--- config.mk ---
export PLATFORM = sky130hd
export DESIGN_NAME = morse_keying_encoder
export DESIGN_NICKNAME = d
export VERILOG_FILES = /design/src/design/mke_pkg.sv /design/src/design/mke_seq.sv /design/src/design/morse_keying_encoder.sv
export SDC_FILE = /design/constraint.sdc
export NUM_CORES = 1
export LEC_CHECK = 0
export BUFFER_PORTS_ARGS = -buffer_cell sky130_fd_sc_hd__buf_2
export CAP_MARGIN = 10
export CELL_PAD_IN_SITES_DETAIL_PLACEMENT = 1
export CELL_PAD_IN_SITES_GLOBAL_PLACEMENT = 2
export CORE_MARGIN = 1
export CORE_UTILIZATION = 30
export CTS_CLUSTER_DIAMETER = 100
export DETAILED_ROUTE_END_ITERATION = 6
export MAX_ROUTING_LAYER = met4
export PLACE_DENSITY = 0.8
export SLEW_MARGIN = 10
export SYNTH_ARGS = -nofsm -noshare
export SYNTH_HDL_FRONTEND = slang
export SYNTH_HIERARCHICAL = 1
export SYNTH_SLANG_ARGS = --single-unit
--- constraint.sdc ---
create_clock -name clk -period 4.4 [get_ports clk]
set_clock_uncertainty 0.05 [all_clocks]
set_input_delay 0.66 -clock clk [delete_from_list [all_inputs] [get_ports clk]]
set_output_delay 0.66 -clock clk [all_outputs]
set_load 0.03 [all_outputs]
--- src/design/mke_pkg.sv ---
// ----------------------------------------------------------------------------
// mke_pkg
// types, constants and the morse code table of the keying encoder
// ----------------------------------------------------------------------------
package mke_pkg;

    localparam int CODE_SLOTS = 8;
    localparam int LEN_W      = 4;

    localparam logic [7:0]  CHAR_SPACE       = 8'h20;
    localparam logic [7:0]  CHAR_LOWER_A     = 8'h61;
    localparam logic [7:0]  CHAR_LOWER_Z     = 8'h7a;
    localparam logic [7:0]  CASE_OFFSET      = 8'd32;
    localparam logic [15:0] UNIT_TICKS_RESET = 16'd250;
    localparam logic        REG_UNIT_TICKS   = 1'b0;

    // code bits are left aligned, first element in the msb, dash = 1
    typedef struct packed {
        logic                  valid;
        logic [LEN_W-1:0]      len;
        logic [CODE_SLOTS-1:0] bits;
    } mke_code_t;

    // start-of-character command to the segment sequencer
    typedef struct packed {
        logic gap;
        logic space;
        logic coded;
        logic last;
    } mke_cmd_t;

    function automatic mke_code_t mke_lookup(input logic [7:0] c);
        mke_code_t r;
        r = '{1'b1, 4'd0, 8'b0000_0000};
        case (c)
            "A":   r = '{1'b1, 4'd2, 8'b0100_0000};
            "B":   r = '{1'b1, 4'd4, 8'b1000_0000};
            "C":   r = '{1'b1, 4'd4, 8'b1010_0000};
            "D":   r = '{1'b1, 4'd3, 8'b1000_0000};
            "E":   r = '{1'b1, 4'd1, 8'b0000_0000};
            "F":   r = '{1'b1, 4'd4, 8'b0010_0000};
            "G":   r = '{1'b1, 4'd3, 8'b1100_0000};
            "H":   r = '{1'b1, 4'd4, 8'b0000_0000};
            "I":   r = '{1'b1, 4'd2, 8'b0000_0000};
            "J":   r = '{1'b1, 4'd4, 8'b0111_0000};
            "K":   r = '{1'b1, 4'd3, 8'b1010_0000};
            "L":   r = '{1'b1, 4'd4, 8'b0100_0000};
            "M":   r = '{1'b1, 4'd2, 8'b1100_0000};
            "N":   r = '{1'b1, 4'd2, 8'b1000_0000};
            "O":   r = '{1'b1, 4'd3, 8'b1110_0000};
            "P":   r = '{1'b1, 4'd4, 8'b0110_0000};
            "Q":   r = '{1'b1, 4'd4, 8'b1101_0000};
            "R":   r = '{1'b1, 4'd3, 8'b0100_0000};
            "S":   r = '{1'b1, 4'd3, 8'b0000_0000};
            "T":   r = '{1'b1, 4'd1, 8'b1000_0000};
            "U":   r = '{1'b1, 4'd3, 8'b0010_0000};
            "V":   r = '{1'b1, 4'd4, 8'b0001_0000};
            "W":   r = '{1'b1, 4'd3, 8'b0110_0000};
            "X":   r = '{1'b1, 4'd4, 8'b1001_0000};
            "Y":   r = '{1'b1, 4'd4, 8'b1011_0000};
            "Z":   r = '{1'b1, 4'd4, 8'b1100_0000};
            "0":   r = '{1'b1, 4'd5, 8'b1111_1000};
            "1":   r = '{1'b1, 4'd5, 8'b0111_1000};
            "2":   r = '{1'b1, 4'd5, 8'b0011_1000};
            "3":   r = '{1'b1, 4'd5, 8'b0001_1000};
            "4":   r = '{1'b1, 4'd5, 8'b0000_1000};
            "5":   r = '{1'b1, 4'd5, 8'b0000_0000};
            "6":   r = '{1'b1, 4'd5, 8'b1000_0000};
            "7":   r = '{1'b1, 4'd5, 8'b1100_0000};
            "8":   r = '{1'b1, 4'd5, 8'b1110_0000};
            "9":   r = '{1'b1, 4'd5, 8'b1111_0000};
            8'h2e: r = '{1'b1, 4'd6, 8'b0101_0100};
            8'h2d: r = '{1'b1, 4'd6, 8'b1000_0100};
            8'h3a: r = '{1'b1, 4'd6, 8'b1110_0000};
            8'h2c: r = '{1'b1, 4'd6, 8'b1100_1100};
            8'h3f: r = '{1'b1, 4'd6, 8'b0011_0000};
            8'h27: r = '{1'b1, 4'd6, 8'b0111_1000};
            8'h21: r = '{1'b1, 4'd6, 8'b1010_1100};
            8'h40: r = '{1'b1, 4'd6, 8'b0110_1000};
            default: r = '{1'b0, 4'd0, 8'b0000_0000};
        endcase
        return r;
    endfunction

endpackage

--- src/design/mke_seq.sv ---
// ----------------------------------------------------------------------------
// mke_seq
// segment sequencer: shifts out one code element at a time and emits gap,
// tone, silence, word-space and message-end segments through an output register
// ----------------------------------------------------------------------------
module mke_seq
    import mke_pkg::*;
#(
    parameter int MAX_CODE_ELEMENTS = 6,
    parameter int CW                = $clog2(MAX_CODE_ELEMENTS + 1)
)
(
    input  logic                         clk,
    input  logic                         rst_n,
    input  logic                         load,
    input  mke_cmd_t                     cmd,
    input  logic [MAX_CODE_ELEMENTS-1:0] code,
    input  logic [CW-1:0]                count,
    input  logic [15:0]                  unit_ticks,
    output logic                         busy,
    output logic                         seg_valid,
    input  logic                         seg_ready,
    output logic                         tone_on,
    output logic [18:0]                  duration_ticks,
    output logic                         run_last
);

    typedef enum logic [5:0] {
        S_IDLE  = 6'b000001,
        S_GAP   = 6'b000010,
        S_TONE  = 6'b000100,
        S_SIL   = 6'b001000,
        S_SPACE = 6'b010000,
        S_END   = 6'b100000
    } state_t;

    typedef enum logic [1:0] {
        UNITS_1 = 2'b00,
        UNITS_3 = 2'b01,
        UNITS_7 = 2'b10
    } units_t;

    state_t                       state_reg, state_next, state_after, state_first;
    logic [MAX_CODE_ELEMENTS-1:0] code_reg, code_next;
    logic [CW-1:0]                count_reg, count_next;
    logic                         last_reg, last_next;
    logic                         valid_reg, valid_next;
    logic                         tone_reg, tone_next;
    logic [18:0]                  dur_reg, dur_next;
    logic                         run_last_reg, run_last_next;
    logic                         advance;
    logic                         seg_tone;
    units_t                       seg_units;
    logic [18:0]                  dur_1, dur_3, dur_7;

    assign busy    = (state_reg != S_IDLE);
    assign advance = busy && (!valid_reg || seg_ready);

    assign dur_1 = {3'b000, unit_ticks};
    assign dur_3 = dur_1 + {dur_1[17:0], 1'b0};
    assign dur_7 = {dur_1[15:0], 3'b000} - dur_1;

    always_comb
    begin
        seg_tone    = 1'b0;
        seg_units   = UNITS_1;
        state_after = S_IDLE;
        unique case (state_reg)
            S_GAP:
            begin
                seg_units   = UNITS_3;
                state_after = S_TONE;
            end
            S_TONE:
            begin
                seg_tone    = 1'b1;
                seg_units   = code_reg[MAX_CODE_ELEMENTS-1] ? UNITS_3 : UNITS_1;
                state_after = S_SIL;
            end
            S_SIL:
            begin
                if (count_reg != '0)
                    state_after = S_TONE;
                else if (last_reg)
                    state_after = S_END;
                else
                    state_after = S_IDLE;
            end
            S_SPACE:
            begin
                seg_units   = UNITS_7;
                state_after = last_reg ? S_END : S_IDLE;
            end
            S_END:
            begin
                seg_units   = UNITS_7;
                state_after = S_IDLE;
            end
            default:
            begin
                state_after = S_IDLE;
            end
        endcase
    end

    always_comb
    begin
        if (cmd.space)
            state_first = S_SPACE;
        else if (cmd.coded)
            state_first = cmd.gap ? S_GAP : S_TONE;
        else if (cmd.last)
            state_first = S_END;
        else
            state_first = S_IDLE;
    end

    always_comb
    begin
        state_next    = state_reg;
        code_next     = code_reg;
        count_next    = count_reg;
        last_next     = last_reg;
        valid_next    = valid_reg;
        tone_next     = tone_reg;
        dur_next      = dur_reg;
        run_last_next = run_last_reg;

        if (seg_ready)
            valid_next = 1'b0;

        if (load)
        begin
            state_next = state_first;
            code_next  = code;
            count_next = count;
            last_next  = cmd.last;
        end
        else if (advance)
        begin
            state_next    = state_after;
            valid_next    = 1'b1;
            tone_next     = seg_tone;
            run_last_next = (state_after == S_IDLE);
            case (seg_units)
                UNITS_3: dur_next = dur_3;
                UNITS_7: dur_next = dur_7;
                default: dur_next = dur_1;
            endcase
            if (state_reg == S_TONE)
            begin
                code_next  = {code_reg[MAX_CODE_ELEMENTS-2:0], 1'b0};
                count_next = count_reg - 1'b1;
            end
        end
    end

    always_ff @(posedge clk or negedge rst_n)
    begin
        if (!rst_n)
        begin
            state_reg <= S_IDLE;
            valid_reg <= 1'b0;
        end
        else
        begin
            state_reg <= state_next;
            valid_reg <= valid_next;
        end
    end

    always_ff @(posedge clk)
    begin
        code_reg     <= code_next;
        count_reg    <= count_next;
        last_reg     <= last_next;
        tone_reg     <= tone_next;
        dur_reg      <= dur_next;
        run_last_reg <= run_last_next;
    end

    assign seg_valid      = valid_reg;
    assign tone_on        = tone_reg;
    assign duration_ticks = dur_reg;
    assign run_last       = run_last_reg;

endmodule

--- src/design/morse_keying_encoder.sv ---
// ----------------------------------------------------------------------------
// morse_keying_encoder
// turns message characters into keyed tone and silence segments
// ----------------------------------------------------------------------------
//  channel   handshake                  payload
//  char      char_valid / char_ready    char_code, message_end
//  seg       seg_valid / seg_ready      tone_on, duration_ticks, run_last
//  apb       psel, penable, pready      paddr, pwrite, pwdata, prdata
//
//  a character with segments holds char_ready low after its transfer until
//  its last segment is in the output register; a character with no
//  segments leaves char_ready high. the sequencer emits one segment per
//  cycle while seg_ready is high, one code element shifted out per tone. a
//  stall on seg holds the output register and the sequencer. reset clears
//  the pending letter gap and sets unit_ticks to 250.
// ----------------------------------------------------------------------------
module morse_keying_encoder
    import mke_pkg::*;
#(
    parameter int MAX_CODE_ELEMENTS = 6
)
(
    input  logic        clk,
    input  logic        rst_n,
    input  logic        psel,
    input  logic        penable,
    input  logic        pwrite,
    input  logic [2:0]  paddr,
    input  logic [31:0] pwdata,
    output logic [31:0] prdata,
    output logic        pready,
    input  logic        char_valid,
    output logic        char_ready,
    input  logic [7:0]  char_code,
    input  logic        message_end,
    output logic        seg_valid,
    input  logic        seg_ready,
    output logic        tone_on,
    output logic [18:0] duration_ticks,
    output logic        run_last
);

    localparam int CW = $clog2(MAX_CODE_ELEMENTS + 1);

    logic [15:0]                  unit_ticks_reg, unit_ticks_next;
    logic                         pending_reg, pending_next;
    logic                         cfg_wr;
    logic                         accept;
    logic                         busy;
    logic [7:0]                   char_up;
    mke_code_t                    lookup;
    mke_cmd_t                     cmd;
    logic [CW-1:0]                count;
    logic [MAX_CODE_ELEMENTS-1:0] code;
    logic                         is_space;

    // configuration port
    assign pready = 1'b1;
    assign cfg_wr = psel && penable && pwrite && pready && (paddr[2] == REG_UNIT_TICKS);
    assign prdata = (paddr[2] == REG_UNIT_TICKS) ? {16'h0000, unit_ticks_reg} : 32'h0;
    assign unit_ticks_next = cfg_wr ? pwdata[15:0] : unit_ticks_reg;

    // character decode
    assign char_ready = !busy;
    assign accept     = char_valid && char_ready;
    assign char_up    = ((char_code >= CHAR_LOWER_A) && (char_code <= CHAR_LOWER_Z))
                        ? (char_code - CASE_OFFSET) : char_code;
    assign lookup     = mke_lookup(char_up);
    assign is_space   = (char_up == CHAR_SPACE);
    assign code       = lookup.bits[CODE_SLOTS-1 -: MAX_CODE_ELEMENTS];
    assign count      = (32'(lookup.len) > MAX_CODE_ELEMENTS)
                        ? CW'(MAX_CODE_ELEMENTS) : CW'(lookup.len);

    assign cmd.gap   = lookup.valid && pending_reg;
    assign cmd.space = is_space;
    assign cmd.coded = lookup.valid;
    assign cmd.last  = message_end;

    always_comb
    begin
        pending_next = pending_reg;
        if (accept)
        begin
            if (is_space || message_end)
                pending_next = 1'b0;
            else if (lookup.valid)
                pending_next = 1'b1;
        end
    end

    always_ff @(posedge clk or negedge rst_n)
    begin
        if (!rst_n)
        begin
            unit_ticks_reg <= UNIT_TICKS_RESET;
            pending_reg    <= 1'b0;
        end
        else
        begin
            unit_ticks_reg <= unit_ticks_next;
            pending_reg    <= pending_next;
        end
    end

    mke_seq #(
        .MAX_CODE_ELEMENTS (MAX_CODE_ELEMENTS),
        .CW                (CW)
    ) u_seq (
        .clk            (clk),
        .rst_n          (rst_n),
        .load           (accept),
        .cmd            (cmd),
        .code           (code),
        .count          (count),
        .unit_ticks     (unit_ticks_reg),
        .busy           (busy),
        .seg_valid      (seg_valid),
        .seg_ready      (seg_ready),
        .tone_on        (tone_on),
        .duration_ticks (duration_ticks),
        .run_last       (run_last)
    );

endmodule

==> impl_metrics.env <==
export IMPL_status="finished, final reports clean"
export IMPL_dp_cells=856
export IMPL_stdcell_area_mm2=0.005858
export IMPL_hp_class="in -> async"
export IMPL_root_buffer="clkbuf_16"
export IMPL_synth_top_family_by_area="compound AO/OA/AOI/OAI gates"
export IMPL_drive_gt1_frac=0.2081
export IMPL_dieArea_mm2=0.01790
export IMPL_maxSlewHeadroom=0.3507
export IMPL_yosys_area_share_simple=0.1681
export IMPL_placement_io_buffers=71
export IMPL_critPathRequiredTime_ns=4.40
export IMPL_place_gp_congestion=0.8718
export IMPL_synthFlopType="edfxtp_1"
export IMPL_cts_hold_buffers=0
export IMPL_hold_viol_final=0
export IMPL_clock_fmax_mhz=311.5
export IMPL_post_dp_hpwl_um=11200
export IMPL_cp_arrival_ns=3.21
export IMPL_synth_top_area_cell="edfxtp_1"
export IMPL_htreeDepth=2
export IMPL_cts_tree="built"
export IMPL_setup_tns_ns=0
export IMPL_numCtsBuffers=5
export IMPL_route_detailed_drc=0
export IMPL_drtPass1Iterations=4
export IMPL_synth_compound_area_share=0.2242
export IMPL_stdcell_count=864
export IMPL_initial_core_util=0.3109
export IMPL_end_kind="flip-flop"
export IMPL_largest_reg_flops=19
export IMPL_finalCritPeriodShare=0.7296
export IMPL_ys_types=77
export IMPL_p_leak_nw=2.515
export IMPL_design_final_nets=741
export IMPL_rows=47
export IMPL_setup_viol=0
export IMPL_area_growth_pct=12.41
export IMPL_antenna_found_initial=0
export IMPL_insertedDiodeCount=0
export IMPL_synth_xor_area_share=0.05210
export IMPL_worst_pin_slew_ns=0.9689
export IMPL_antenna_left=0
export IMPL_yosysSeqAreaShare=0.2956
export IMPL_yosysWarnings=6
export IMPL_pin_count=107
export IMPL_synth_most_common_cell="nand2_1"
export IMPL_hold_worst_slack_ns=0.3000
export IMPL_synth_common_cells="48 x nand2_1, 46 x ha_1, 40 x nor2_1"
export IMPL_avgSynthCellArea_um2=8.833
export IMPL_routedWlPerCell_um=16.76
export IMPL_synth_top_area_frac=0.1786
export IMPL_post_cts_resized=0
export IMPL_cap_violations=0
export IMPL_grt_overflow_total=0
export IMPL_fp_coreArea_mm2=0.01676
export IMPL_grtUsageTotal=0.1706
export IMPL_rsz0062_at_grt="false"
export IMPL_vias=4550
export IMPL_postCtsSetupBuffers=0
export IMPL_max_clock_path_buffers=2
export IMPL_synthAdderAreaFrac=0.1143
export IMPL_synth_cells=590
export IMPL_synth_area_leaders="edfxtp_1 18%, ha_1 11%, dfrtp_1 8.2%"
export IMPL_wl_um=14480
export IMPL_grt_max_degree=26
export IMPL_cts_sinks=55
export IMPL_synth_edf_count=31
export IMPL_synth_seq_cells=55
export IMPL_drv_slew=0
export IMPL_muxShareOfSynthArea=0.07011
export IMPL_drt_iter0_drc=185
export IMPL_grt_pass1_wl_um=23560
export IMPL_fin_crit_ns=3.210
export IMPL_chipWidth_um=133.8
export IMPL_vdd_ir_drop_max_v=0.0002549
export IMPL_async_reset_ff_frac=0.4364
export IMPL_power_density_mw_per_mm2=540.8
export IMPL_viasPerCell=5.266
export IMPL_cts_clk_slew_worst_paths_ns=0.08
export IMPL_worstSetupPathType="reg -> reg"
export IMPL_synth_area_mm2=0.005211
export IMPL_grt_pass1_vias=4694
export IMPL_cp_max_fo=7
export IMPL_die_h_um=133.8
export IMPL_placed_area_mm2=0.005683
export IMPL_cp_start_kind="flip-flop"
export IMPL_insertion_delay_ns=0.31
cell type report:
cell class                      count  area (µm²)
Clock buffer                        5       125.1
Clock inverter                      3       45.04
Fill cell                        1958       10900
Inverter                           39       146.4
Multi-Input combinational cell    468        3348
Sequential cell                    55        1540
Tap cell                          220       275.3
Timing Repair Buffer               74       377.9
worst paths after layout:
kind                            depth (start not counted)                                  to                          start  slack, ns
worst max-delay path                                   10  u_seq/duration_ticks[13]$_DFFE_PP_  unit_ticks_reg[1]$_DFFE_PN1P_       1.19
worst min-delay path                                    1      unit_ticks_reg[11]$_DFFE_PN0P_                          rst_n       0.30
worst max register to register                         10  u_seq/duration_ticks[13]$_DFFE_PP_  unit_ticks_reg[1]$_DFFE_PN1P_       1.19
worst min register to register                          1             pending_reg$_DFFE_PN0P_        pending_reg$_DFFE_PN0P_       0.46
max in group asynchronous                               1       unit_ticks_reg[2]$_DFFE_PN0P_                          rst_n       3.59
min in group clk                                        1             pending_reg$_DFFE_PN0P_        pending_reg$_DFFE_PN0P_       0.46
kinds of logic after synthesis:
kind of cell               after synthesis
AOI/OAI and AO/OA                      169
xor gates and xnor gates                31
adders and majority gates               47
buffers and inverters                   82
DFF                                     55
muxes                                   31
other                                    2
and+or+nand+nor                        173
report_power, final:
part           internal [mW]  total, mW  switching [mW]
clock                  0.271      0.469           0.197
combinational          0.664       1.79            1.13
sequential             0.780      0.906           0.126
total                   1.71       3.17            1.45
metrics by stage:
stage                     worst slack (ns)  total power [mW]    util
after floorplan                      1.366             2.249       -
after global placement              0.9722             2.637  0.3391
after detailed placement            0.9174             2.698  0.3391
after CTS                            1.182             3.193  0.3492
after global routing                0.8505             3.398  0.3495
final                                1.190             3.168  0.3495
worst max-delay path, cell delays in order, from the launching register on:
cell and delay [ns]:
dfstp_2 0.61, ha_1 0.22, inv_1 0.07, fa_1 0.39, nand2b_1 0.18, a21o_1 0.18, and3_1 0.20, o31ai_1 0.52
a2111oi_0 0.21, a41oi_1 0.21, o211ai_1 0.11
layout by cell type, fill, tap and decap left out, types with 6 or more instances in the layout:
master,count
conb_1,17
nor2b_1,29
a21oi_1,39
a221oi_1,9
nand2_1,48
buf_2,71
nor2_1,39
a32oi_1,6
nand3_1,10
a31oi_1,9
dfrtp_1,17
inv_1,36
edfxtp_1,31
a21o_1,8
a211oi_1,7
o21ai_0,31
o211ai_1,6
ha_1,46
nor3_1,9
o221ai_1,6
mux2_2,24
nand2b_1,11
xor2_1,11
dfstp_2,7
xnor2_1,20
metal layers:
metal  part of all wire  GRT usage  up-vias  wire length, µm
met3              0.031    0.02305       21              446
met4              0.021    0.05492        0              307
met1               0.44     0.2006     2217             6380
li1                   -          -     2226                -
met5                  0          -        -                0
met2               0.51     0.2991       86             7345
(Power assumes the default switching activity.)
